`config.mk`:
```
export PLATFORM = sky130hd
export DESIGN_NAME = bal_sqrt
export DESIGN_NICKNAME = d
export VERILOG_FILES = /design/src/sv/bal_pkg.sv /design/src/sv/bal_sqrt.sv
export SDC_FILE = /design/constraint.sdc
export NUM_CORES = 2
export LEC_CHECK = 0
export BUFFER_PORTS_ARGS = -buffer_cell sky130_fd_sc_hd__buf_4
export CAP_MARGIN = 20
export CORE_MARGIN = 3
export CORE_UTILIZATION = 56
export CTS_CLUSTER_DIAMETER = 120
export DETAILED_ROUTE_END_ITERATION = 8
export PLACE_DENSITY = 0.69
export SLEW_MARGIN = 25
export SYNTH_ARGS = -nofsm -noshare
export SYNTH_HDL_FRONTEND = slang
export SYNTH_SLANG_ARGS = --single-unit
```
`constraint.sdc`:
```
create_clock -name clk -period 13.1 [get_ports clk]
set_clock_uncertainty 0.2 [all_clocks]
set_input_delay 1.965 -clock clk [delete_from_list [all_inputs] [get_ports clk]]
set_output_delay 1.965 -clock clk [all_outputs]
set_load 0.01 [all_outputs]
```
`src/sv/bal_pkg.sv`:
```
// bal_pkg: widths and constants shared by the cubic Bezier arc length blocks.
// No dependencies.
`default_nettype none
package bal_pkg;
    localparam int COORD_W        = 24;
    localparam int LEN_W          = 32;
    // chords per curve; must be a power of two, points divide by SEGMENTS^3 with a shift
    localparam int SEGMENTS       = 64;
    localparam int FRAC_BITS_DEF  = 12;
    // each point delta fits in 26 signed bits; squared sums fit in 52 bits
    localparam int DELTA_W        = 26;
    localparam int SQ_W           = 2 * DELTA_W;
    localparam int ROOT_W         = SQ_W / 2 + 1;
endpackage
`default_nettype wire

```
`src/sv/bal_sqrt.sv`:
```
// bal_sqrt: pipelined rounded square root, two result bits per stage.
// Depends on bal_pkg.
`default_nettype none
module bal_sqrt
    import bal_pkg::*;
(
    input  wire logic              clk,
    input  wire logic              rst_n,
    input  wire logic              adv,
    input  wire logic              i_valid,
    input  wire logic              i_last,
    input  wire logic [SQ_W-1:0]   i_sq,
    output logic                   o_valid,
    output logic                   o_last,
    output logic [ROOT_W-1:0]      o_root
);
    localparam int NB = SQ_W / 2;       // result bits
    localparam int ST = NB / 2;         // stages, two bits each
    localparam int RW = SQ_W + 2;

    logic            v_reg[ST+1];
    logic            l_reg[ST+1];
    logic [SQ_W-1:0] n_reg[ST+1];
    logic [RW-1:0]   r_reg[ST+1];
    logic [NB-1:0]   q_reg[ST+1];

    always_comb
    begin
        v_reg[0] = i_valid;
        l_reg[0] = i_last;
        n_reg[0] = i_sq;
        r_reg[0] = '0;
        q_reg[0] = '0;
    end

    for (genvar s = 0; s < ST; s++)
    begin : g_st
        logic [RW-1:0] r1, r2, t;
        logic [NB-1:0] q1, q2;
        always_comb
        begin
            r1 = {r_reg[s][RW-3:0], n_reg[s][SQ_W-1-4*s -: 2]};
            t  = RW'({q_reg[s], 2'b01});
            if (r1 >= t) begin r1 = r1 - t; q1 = {q_reg[s][NB-2:0], 1'b1}; end
            else q1 = {q_reg[s][NB-2:0], 1'b0};
            r2 = {r1[RW-3:0], n_reg[s][SQ_W-3-4*s -: 2]};
            t  = RW'({q1, 2'b01});
            if (r2 >= t) begin r2 = r2 - t; q2 = {q1[NB-2:0], 1'b1}; end
            else q2 = {q1[NB-2:0], 1'b0};
        end
        always_ff @(posedge clk or negedge rst_n)
        begin
            if (!rst_n) v_reg[s+1] <= 1'b0;
            else if (adv) v_reg[s+1] <= v_reg[s];
        end
        always_ff @(posedge clk)
        begin
            if (adv)
            begin
                l_reg[s+1] <= l_reg[s];
                n_reg[s+1] <= n_reg[s];
                r_reg[s+1] <= r2;
                q_reg[s+1] <= q2;
            end
        end
    end

    assign o_valid = v_reg[ST];
    assign o_last  = l_reg[ST];
    // remainder above root means round up
    assign o_root  = ROOT_W'(q_reg[ST]) + ROOT_W'(r_reg[ST] > RW'(q_reg[ST]));
endmodule
`default_nettype wire

```
==> results.json <==
{
  "finalHoldViolCount": 0,
  "grt_max_degree": 188,
  "reg2regPathDepth": 22,
  "ys_ff_latch": 1157,
  "synth_edf_count": 1144,
  "min_from": "n_reg[542]",
  "final_cell_mix": "edfxtp_1, nor2_1, nand2_1",
  "netlist_area_mm2": 0.0814,
  "grt_pass1_vias": 64562,
  "hold_depth": 0,
  "synth_cell_types": 113,
  "critPathRequiredTime_ps": 13390,
  "vias_per_cell": 6.41,
  "cts.sinks": 1157,
  "synthArstFlopShare_pct": 1.12,
  "vias": 67307,
  "critPathKind": "reg -> reg",
  "hpwl_um": 191000,
  "clkTransAtPathRegs_ps": 60,
  "grt_pass1_wl_um": 372000,
  "cts.path.max_buffers": 3,
  "core-area_mm2": 0.144,
  "fin_nets": 8961,
  "synthToLayoutAreaGrowth_pct": 8.38,
  "cts_buffers": 132,
  "r2r_end": "r_reg[9]",
  "placed_area_mm2": 0.0838,
  "routed_wl_um": 244000,
  "chipHeight_um": 387,
  "hold_path_class": "reg -> reg",
  "holdBufCountCts": 0,
  "io_buffers": 85,
  "cp.arrival_ps": 8450,
  "avgSynthCellArea_um2": 9.59,
  "worst_pin_slew_ps": 991,
  "num-fill-cells": 12259,
  "power_density_mw_per_mm2": 171,
  "cp-startpoint": "n_reg[54]",
  "synth_seq_area_share_pct": 42.6,
  "cts_tree": "yes",
  "largest_register_ffs": 637,
  "yosysWarnings": 0,
  "status": "completed",
  "drc": 0,
  "synth_top_area_share_pct": 42.2,
  "fin_crit_sh_pct": 62.3,
  "slew_headroom_pct": 33.1,
  "power_leakage_nw": 32.2,
  "layout_min_cycle_time_ps": 8160,
  "ctsResizeCount": 0,
  "drv_cap": 0,
  "wl_per_cell_um": 23.2,
  "first_pass_iters": 7,
  "dieWidth_um": 387,
  "finish.instance_area_mm2": 0.0882,
  "synth_area_leaders": "edfxtp_1, xnor2_1, ha_1, xor2_1, nor2_1",
  "drtIter0Drc": 6389,
  "finalSetupViolCount": 0,
  "timing.rr.start": "n_reg[54]",
  "drv_slew": 0,
  "start_kind": "register",
  "rrSetupSlack_ps": 4940,
  "h-tree-depth": 4,
  "rsz0062_at_grt": "no",
  "antenna_found_initial": 9,
  "initial_core_util_pct": 56.5,
  "synth_area_leader_cell": "edfxtp_1",
  "cts_root_buf": "clkbuf_16",
  "fin_setup_tns_ps": 0,
  "finalWeightedCongestion": 0.979,
  "end_kind": "register",
  "die-area_mm2": 0.150,
  "grtUsageTotal_pct": 31.5,
  "ant_nets": 0,
  "grt_overflow": 0,
  "cts_setup_buffers": 0,
  "syn_inst": 8490,
  "max_freq_mhz": 123,
  "path_max_fanout": 45,
  "ir_worst_vdd_mv": 0.141,
  "ios": 86,
  "holdPathEnd": "n_reg[490]",
  "final_common_cell": "edfxtp_1",
  "std_cell_rows": 139,
  "clkLatencyLatePin_ps": 760,
  "final_layout_size_suffix_gt1_share_pct": 6.67,
  "synth_ff_type": "edfxtp_1"
}
==> synth_stat cells (all sizes together) (206+ instances only) <==
cell type / number
nand2: 669
xor2: 369
xnor2: 635
clkbuf: 206
nor3: 303
a21oi: 558
edfxtp: 1144
inv: 392
ha: 406
nor4: 221
nand3: 283
o21ai: 343
nor2: 804
==> logic make-up (layout without fill, tap and decap cells) <==
group,after synthesis,after routing,share of synthesized area [%]
AO/OA/AOI/OAI,1810,1810,14.5
adder cells (fa/ha/maj),406,406,6.24
flip-flops,1157,1157,42.6
buffers and inverters,663,767,3.18
XOR/XNOR,1005,1005,10.8
other,1,11,0.00461
multiplexers,85,85,1.14
AND/OR/NAND/NOR,3363,3363,21.5
==> power by group <==
| group | switching [mW] | internal [mW] | total, mW |
|---|---|---|---|
| combinational | 3.68 | 2.27 | 5.95 |
| sequential | 0.588 | 4.85 | 5.44 |
| clock | 1.53 | 2.18 | 3.71 |
| total | 5.79 | 9.30 | 15.1 |
==> worst max-delay path: stages (launching register included) <==
cell	delay [ps]
edfxtp_1	540
inv_1	150
ha_1	190
nor2b_1	60
o31ai_1	400
a21oi_1	300
o21ai_0	610
a211o_1	530
nand2_1	150
inv_1	520
o21ai_0	380
ha_1	470
and2_1	240
o21ai_0	160
or4_1	450
o31ai_1	380
nor2_1	100
a2111o_1	490
a21oi_1	260
nor2_2	40
buf_4	210
inv_2	600
mux2_2	430
==> stage by stage <==
stage                     worst slack, ps  instances  hold slack [ps]  power, mW  util [%]
final                                4940      10507              214       15.1      61.3
after global routing                 4500      10499              220       15.9      61.3
after CTS                            5180      10499              217       15.1      61.2
after detailed placement             5190      10267              205       11.3      58.2
after global placement               4970      10267              200       11.3      58.2
after floorplan                      6450       8492              200       9.58         -
==> metal layers <==
metal / up-vias / part of all wire, % / track usage, %
li1: 31732 / - / -
met1: 32286 / 40 / 38.5
met2: 2583 / 49 / 54.8
met3: 696 / 5.6 / 4.14
met4: 10 / 5.6 / 15.8
met5: - / 0.031 / 0
==> how the worst max path moves through the flow <==
| stage | slack (ps) | cells past startpoint | end |
|---|---|---|---|
| after floorplan | 6450 | 29 | r_reg[88] |
| after global placement | 4970 | 26 | r_reg[242] |
| after detailed placement | 5190 | 17 | r_reg[516] |
| after CTS | 5180 | 17 | r_reg[516] |
| after global routing | 4500 | 26 | r_reg[242] |
| final | 4940 | 22 | r_reg[9] |
==> final cells by class <==
type / instances / area (um^2) / area share (%)
Clock inverter: 72 / 827 / 0.937
Timing Repair Buffer: 140 / 1120 / 1.27
Antenna cell: 8 / 20.0 / 0.0227
Inverter: 395 / 1480 / 1.68
Clock buffer: 160 / 3510 / 3.98
Tap cell: 1903 / 2380 / 2.70
Sequential cell: 1157 / 34700 / 39.3
Multi-Input combinational cell: 6672 / 44200 / 50.1
Power figures use the tool's default switching activity.
