**src/sv/bal_pkg.sv**
```systemverilog
// bal_pkg: widths and constants shared by the cubic Bezier arc length blocks.
// No dependencies.
`default_nettype none
package bal_pkg;
    localparam int COORD_W        = 24;
    localparam int LEN_W          = 32;
    // chords per curve; must be a power of two, points divide by SEGMENTS^3 with a shift
    localparam int SEGMENTS       = 64;
    localparam int FRAC_BITS_DEF  = 12;
    // each point delta fits in 26 signed bits; squared sums fit in 52 bits
    localparam int DELTA_W        = 26;
    localparam int SQ_W           = 2 * DELTA_W;
    localparam int ROOT_W         = SQ_W / 2 + 1;
endpackage
`default_nettype wire

```
**src/sv/bal_eval.sv**
```systemverilog
// bal_eval: walks one curve segment per cycle while adv is high and emits chord deltas.
// Depends on bal_pkg.
`default_nettype none
module bal_eval
    import bal_pkg::*;
(
    input  wire logic                      clk,
    input  wire logic                      rst_n,
    input  wire logic                      in_valid,
    output logic                           in_ready,
    input  wire logic signed [COORD_W-1:0] px [4],
    input  wire logic signed [COORD_W-1:0] py [4],
    input  wire logic                      adv,
    output logic                           d_valid,
    output logic                           d_last,
    output logic signed [DELTA_W-1:0]      dx,
    output logic signed [DELTA_W-1:0]      dy
);
    localparam int KW = $clog2(SEGMENTS + 1);
    // forward differences on exact numerators scaled by S^3 (S up to 1024)
    localparam int NW = COORD_W + 36;
    localparam longint S  = SEGMENTS;
    localparam longint S3 = S * S * S;

    logic                 busy_reg, busy_next;
    logic [KW-1:0]        k_reg, k_next;
    logic signed [NW-1:0] vx_reg[3], vy_reg[3];
    logic signed [NW-1:0] fx_reg, fy_reg;
    logic signed [COORD_W+1:0] prx_reg, pry_reg;
    logic                 take;

    function automatic logic signed [NW-1:0] round_pt(input logic signed [NW-1:0] n);
        logic signed [NW-1:0] t;
        t = n + NW'(S3 / 2);
        return t >>> $clog2(S3);
    endfunction

    // initial forward differences of the numerator polynomial
    function automatic void init_fd(input logic signed [COORD_W-1:0] p[4],
                                    output logic signed [NW-1:0] f0,
                                    output logic signed [NW-1:0] d[3]);
        logic signed [NW-1:0] a, b, c;
        c = NW'(3) * (NW'(p[1]) - NW'(p[0]));
        b = NW'(3) * (NW'(p[2]) - NW'(p[1])) - c;
        a = NW'(p[3]) - NW'(p[0]) - c - b;
        f0 = NW'(p[0]) * NW'(S3);
        d[0] = a + b * NW'(S) + c * NW'(S * S);
        d[1] = NW'(6) * a + NW'(2) * b * NW'(S);
        d[2] = NW'(6) * a;
    endfunction

    logic signed [NW-1:0] ifx, ify, ndx, ndy;
    logic signed [NW-1:0] idx[3], idy[3];
    logic signed [NW-1:0] rx, ry;
    always_comb
    begin
        init_fd(px, ifx, idx);
        init_fd(py, ify, idy);
        ndx = fx_reg + vx_reg[0];
        ndy = fy_reg + vy_reg[0];
        rx  = round_pt(ndx);
        ry  = round_pt(ndy);
    end

    // next curve is taken while the last chord leaves
    assign in_ready = !busy_reg || (d_last && adv);
    assign take     = in_valid && in_ready;
    assign d_valid  = busy_reg;
    assign d_last   = (k_reg == KW'(SEGMENTS));
    assign dx = DELTA_W'(rx) - DELTA_W'(prx_reg);
    assign dy = DELTA_W'(ry) - DELTA_W'(pry_reg);

    always_comb
    begin
        busy_next = busy_reg;
        k_next    = k_reg;
        if (take)
        begin
            busy_next = 1'b1;
            k_next    = KW'(1);
        end
        else if (busy_reg && adv)
        begin
            if (d_last)
                busy_next = 1'b0;
            k_next = k_reg + KW'(1);
        end
    end

    always_ff @(posedge clk or negedge rst_n)
    begin
        if (!rst_n)
        begin
            busy_reg <= 1'b0;
            k_reg    <= '0;
        end
        else
        begin
            busy_reg <= busy_next;
            k_reg    <= k_next;
        end
    end

    always_ff @(posedge clk)
    begin
        if (take)
        begin
            fx_reg <= ifx;
            fy_reg <= ify;
            vx_reg <= idx;
            vy_reg <= idy;
            prx_reg <= (COORD_W+2)'(px[0]);
            pry_reg <= (COORD_W+2)'(py[0]);
        end
        else if (busy_reg && adv)
        begin
            fx_reg <= ndx;
            fy_reg <= ndy;
            vx_reg[0] <= vx_reg[0] + vx_reg[1];
            vx_reg[1] <= vx_reg[1] + vx_reg[2];
            vy_reg[0] <= vy_reg[0] + vy_reg[1];
            vy_reg[1] <= vy_reg[1] + vy_reg[2];
            prx_reg <= (COORD_W+2)'(rx);
            pry_reg <= (COORD_W+2)'(ry);
        end
    end
endmodule
`default_nettype wire

```
**config.mk**
```make
export PLATFORM = sky130hd
export DESIGN_NAME = bal_eval
export DESIGN_NICKNAME = d
export VERILOG_FILES = /design/src/sv/bal_pkg.sv /design/src/sv/bal_eval.sv
export SDC_FILE = /design/constraint.sdc
export NUM_CORES = 2
export LEC_CHECK = 0
export ABC_AREA = 1
export BUFFER_PORTS_ARGS = -buffer_cell sky130_fd_sc_hd__clkbuf_2
export CORE_MARGIN = 2
export CORE_UTILIZATION = 45
export DETAILED_ROUTE_END_ITERATION = 10
export GPL_TIMING_DRIVEN = 0
export SYNTH_ARGS = -nofsm -noshare
export SYNTH_HDL_FRONTEND = slang
export SYNTH_SLANG_ARGS = --single-unit
```
**constraint.sdc**
```tcl
create_clock -name clk -period 15.3 [get_ports clk]
set_input_delay 1.53 -clock clk [delete_from_list [all_inputs] [get_ports clk]]
set_output_delay 1.53 -clock clk [all_outputs]
set_load 0.005 [all_outputs]
```
==> flow_summary.toml <==
[run_status]
status = "completed"

[sta]
slew_viol_final = 0
holdWs_ns = 0.479
worstMarginPinSlew_ns = 1.30
fmax_ghz = 0.0688
min_period_ns = 14.54
slew_headroom_pct = 13.2
finClkSkew_ns = 0.0172
setup_tns_ns = 0
setup_viol_count_final = 0
fin_crit_sh_pct = 95.0
hold_viol_final = 0

[critical_path]
cp_max_fo = 8
cp_top_family = "adder cells"
timing.critical_path.mode_cell = "nand2_1"
cp_slowest_stage_delay_ns = 0.49
cp.required_ns = 15.66
critPathArrivalTime_ns = 14.89
start_kind = "input port"
cp-end-kind = "flop"
critPathSlowestCell = "fa_1"
cp.buffers_inverters = 11
path_class = "in -> reg"

[cts]
cts_hold_buf = 0
path_clk_slew_ns = 0.07
htreeDepth = 2
clock_latency_ns = 0.61
cts_tree = "done"
clockBufferDepth = 3
cts_buffers = 43
cts_sinks = 388
root_buffer = "clkbuf_16"

[synth]
synth_seq_cells = 388
synth_top_family_by_area = "simple AND/OR/NAND/NOR gates"
synthXorXnorAreaFrac_pct = 6.82
synthCells = 10065
syn_avg_cell_area_um2 = 6.68
netlist_area_um2 = 67200
synth_compound_area_share_pct = 17.7
yosys_warnings = 0
synth_async_sr_flop_share_pct = 2.06
ys_seq_area_share_pct = 16.7
syn-num-nets = 11390
synthSimpleGateAreaFrac_pct = 25.4
synth_fa_ha_area_share_pct = 23.3
synth.area.mux_share_pct = 0
synth_edf_count = 344
synth_cell_type_count = 68
synth_flop_cell = "edfxtp_1"

[global_routing]
grt_antenna_before_repair = 21
overflow = 0
grt_first_pass_wirelength_mm = 393
grt_max_degree = 43
grt_pass1_vias = 66165
grt_util_all_layers_pct = 34.0

[routing]
drtPass1Iterations = 7
vias_per_cell = 5.62
drt_iter0_markers = 5965
avgRoutedWirePerCell_um = 21.7
route.detailed.drc = 0
finalWirelength_mm = 268
ant_nets = 0
num_vias = 69355

[cells_and_area]
n_fill_cell = 15454
regArea_um2 = 11300
nets = 11708
area_growth_pct = 8.75
layout_commonest_cell = "nand2_1"
final_cell_mix = "2359 x nand2_1, 1698 x inv_1, 938 x a21oi_1, 929 x ha_1, 842 x nor2_1"
multiInputGateArea_um2 = 49500
layout-drive-gt1-share_pct = 5.84

[run]
cap_violations = 0

[floorplanning]
die_area_um2 = 152000
design.portCount = 251
die_h_um = 390
rows = 141
die_w_um = 390
core_area_um2 = 148000
start_util_pct = 45.4

[hold_path]
worstHoldPathType = "reg -> reg"

[placement]
port_buffers = 250
gp_congestion = 1.03
dp_hpwl_mm = 234
## worst register-to-register path, cell delays in order, from the launching register on
cell	delay, ns
dfrtp_1	0.38
inv_1	0.11
ha_1	0.18
nand4_1	0.09
nor3_1	0.24
nand2_1	0.08
nand2_1	0.10
nand2_1	0.46
inv_2	0.21
buf_2	0.27
clkbuf_1	0.89
nand2_1	0.79
o21ai_0	0.28
## layer usage
| layer | track usage [%] | up-vias | routed length (µm) |
|---|---|---|---|
| met5 | 0 | - | 28 |
| met4 | 11.6 | 4 | 10500 |
| met3 | 3.51 | 370 | 19100 |
| met2 | 55.1 | 2366 | 118000 |
| met1 | 47.1 | 32532 | 120000 |
| li1 | - | 34083 | - |
## cell usage after synthesis, types with 42 or more instances
cell type  instances  share of area, %
inv_1           1702               9.5
nand2_2           42              0.39
fa_1             198               5.9
o21ai_1           62              0.46
nand4_1          133               1.2
edfxtp_1         344                15
xnor2_1          174               2.3
nand2_1         2361                13
or2_2             47              0.44
nor2_1           844               4.7
a31oi_1          131               1.2
a21o_1            59              0.66
nor3_1           101              0.75
ha_1             931                17
o21ai_0          662               4.9
o21bai_1          84              0.94
nand3_1          442               3.3
a21oi_1          943               7.0
xor2_1           340               4.4
## final timing paths
| kind | startpoint | to | slack (ns) | cells past startpoint |
|---|---|---|---|---|
| max | px[72] | vx_reg[97] | 0.76 | 71 |
| min reg2reg | fy_reg[0] | fy_reg[0] | 0.48 | 2 |
| min in group asynchronous | rst_n | k_reg[0] | 0.76 | 1 |
| max reg2reg | k_reg[0] | fy_reg[43] | 11.05 | 12 |
| min | fy_reg[0] | fy_reg[0] | 0.48 | 2 |
| max in group asynchronous | rst_n | k_reg[6] | 14.34 | 1 |
## timing repair
action	in CTS	in global routing
endpoints found under the setup margin	14	40
gates resized for setup	3	52
setup buffers	0	10
pin swaps	0	3
hold endpoints to repair	0	0
## through the flow
stage	cells	instance area (µm²)	worst slack [ns]	util, %
6_report	12347	73100	0.762	49.4
5_1_grt	12346	73100	-0.0239	49.4
4_1_cts	12336	72700	0.0914	49.1
3_5_place_dp	12258	71200	-1.09	48.1
3_3_place_gp	12245	70900	-0.886	47.9
2_1_floorplan	10065	67200	2.75	-
## kinds of logic after synthesis
family,after synthesis
adder cells (fa/ha/maj),1133
buffers and inverters,1780
AO/OA/AOI/OAI,2150
flip-flops,388
XOR/XNOR,519
AND/OR/NAND/NOR,4095
## final cells by class
cell class	count	share of cell area, %
plain buffers	65	0.404
clock inverters	33	0.644
multi-input cells	7897	67.7
diodes	1	0.00342
inverters	1715	8.83
repair buffers	273	2.20
flip-flops and latches	388	15.4
clock buffers	45	1.50
well taps	1930	3.30
Power is not shown: default switching activity piles up to over one toggle a cycle in this logic, so the estimate is an artifact.
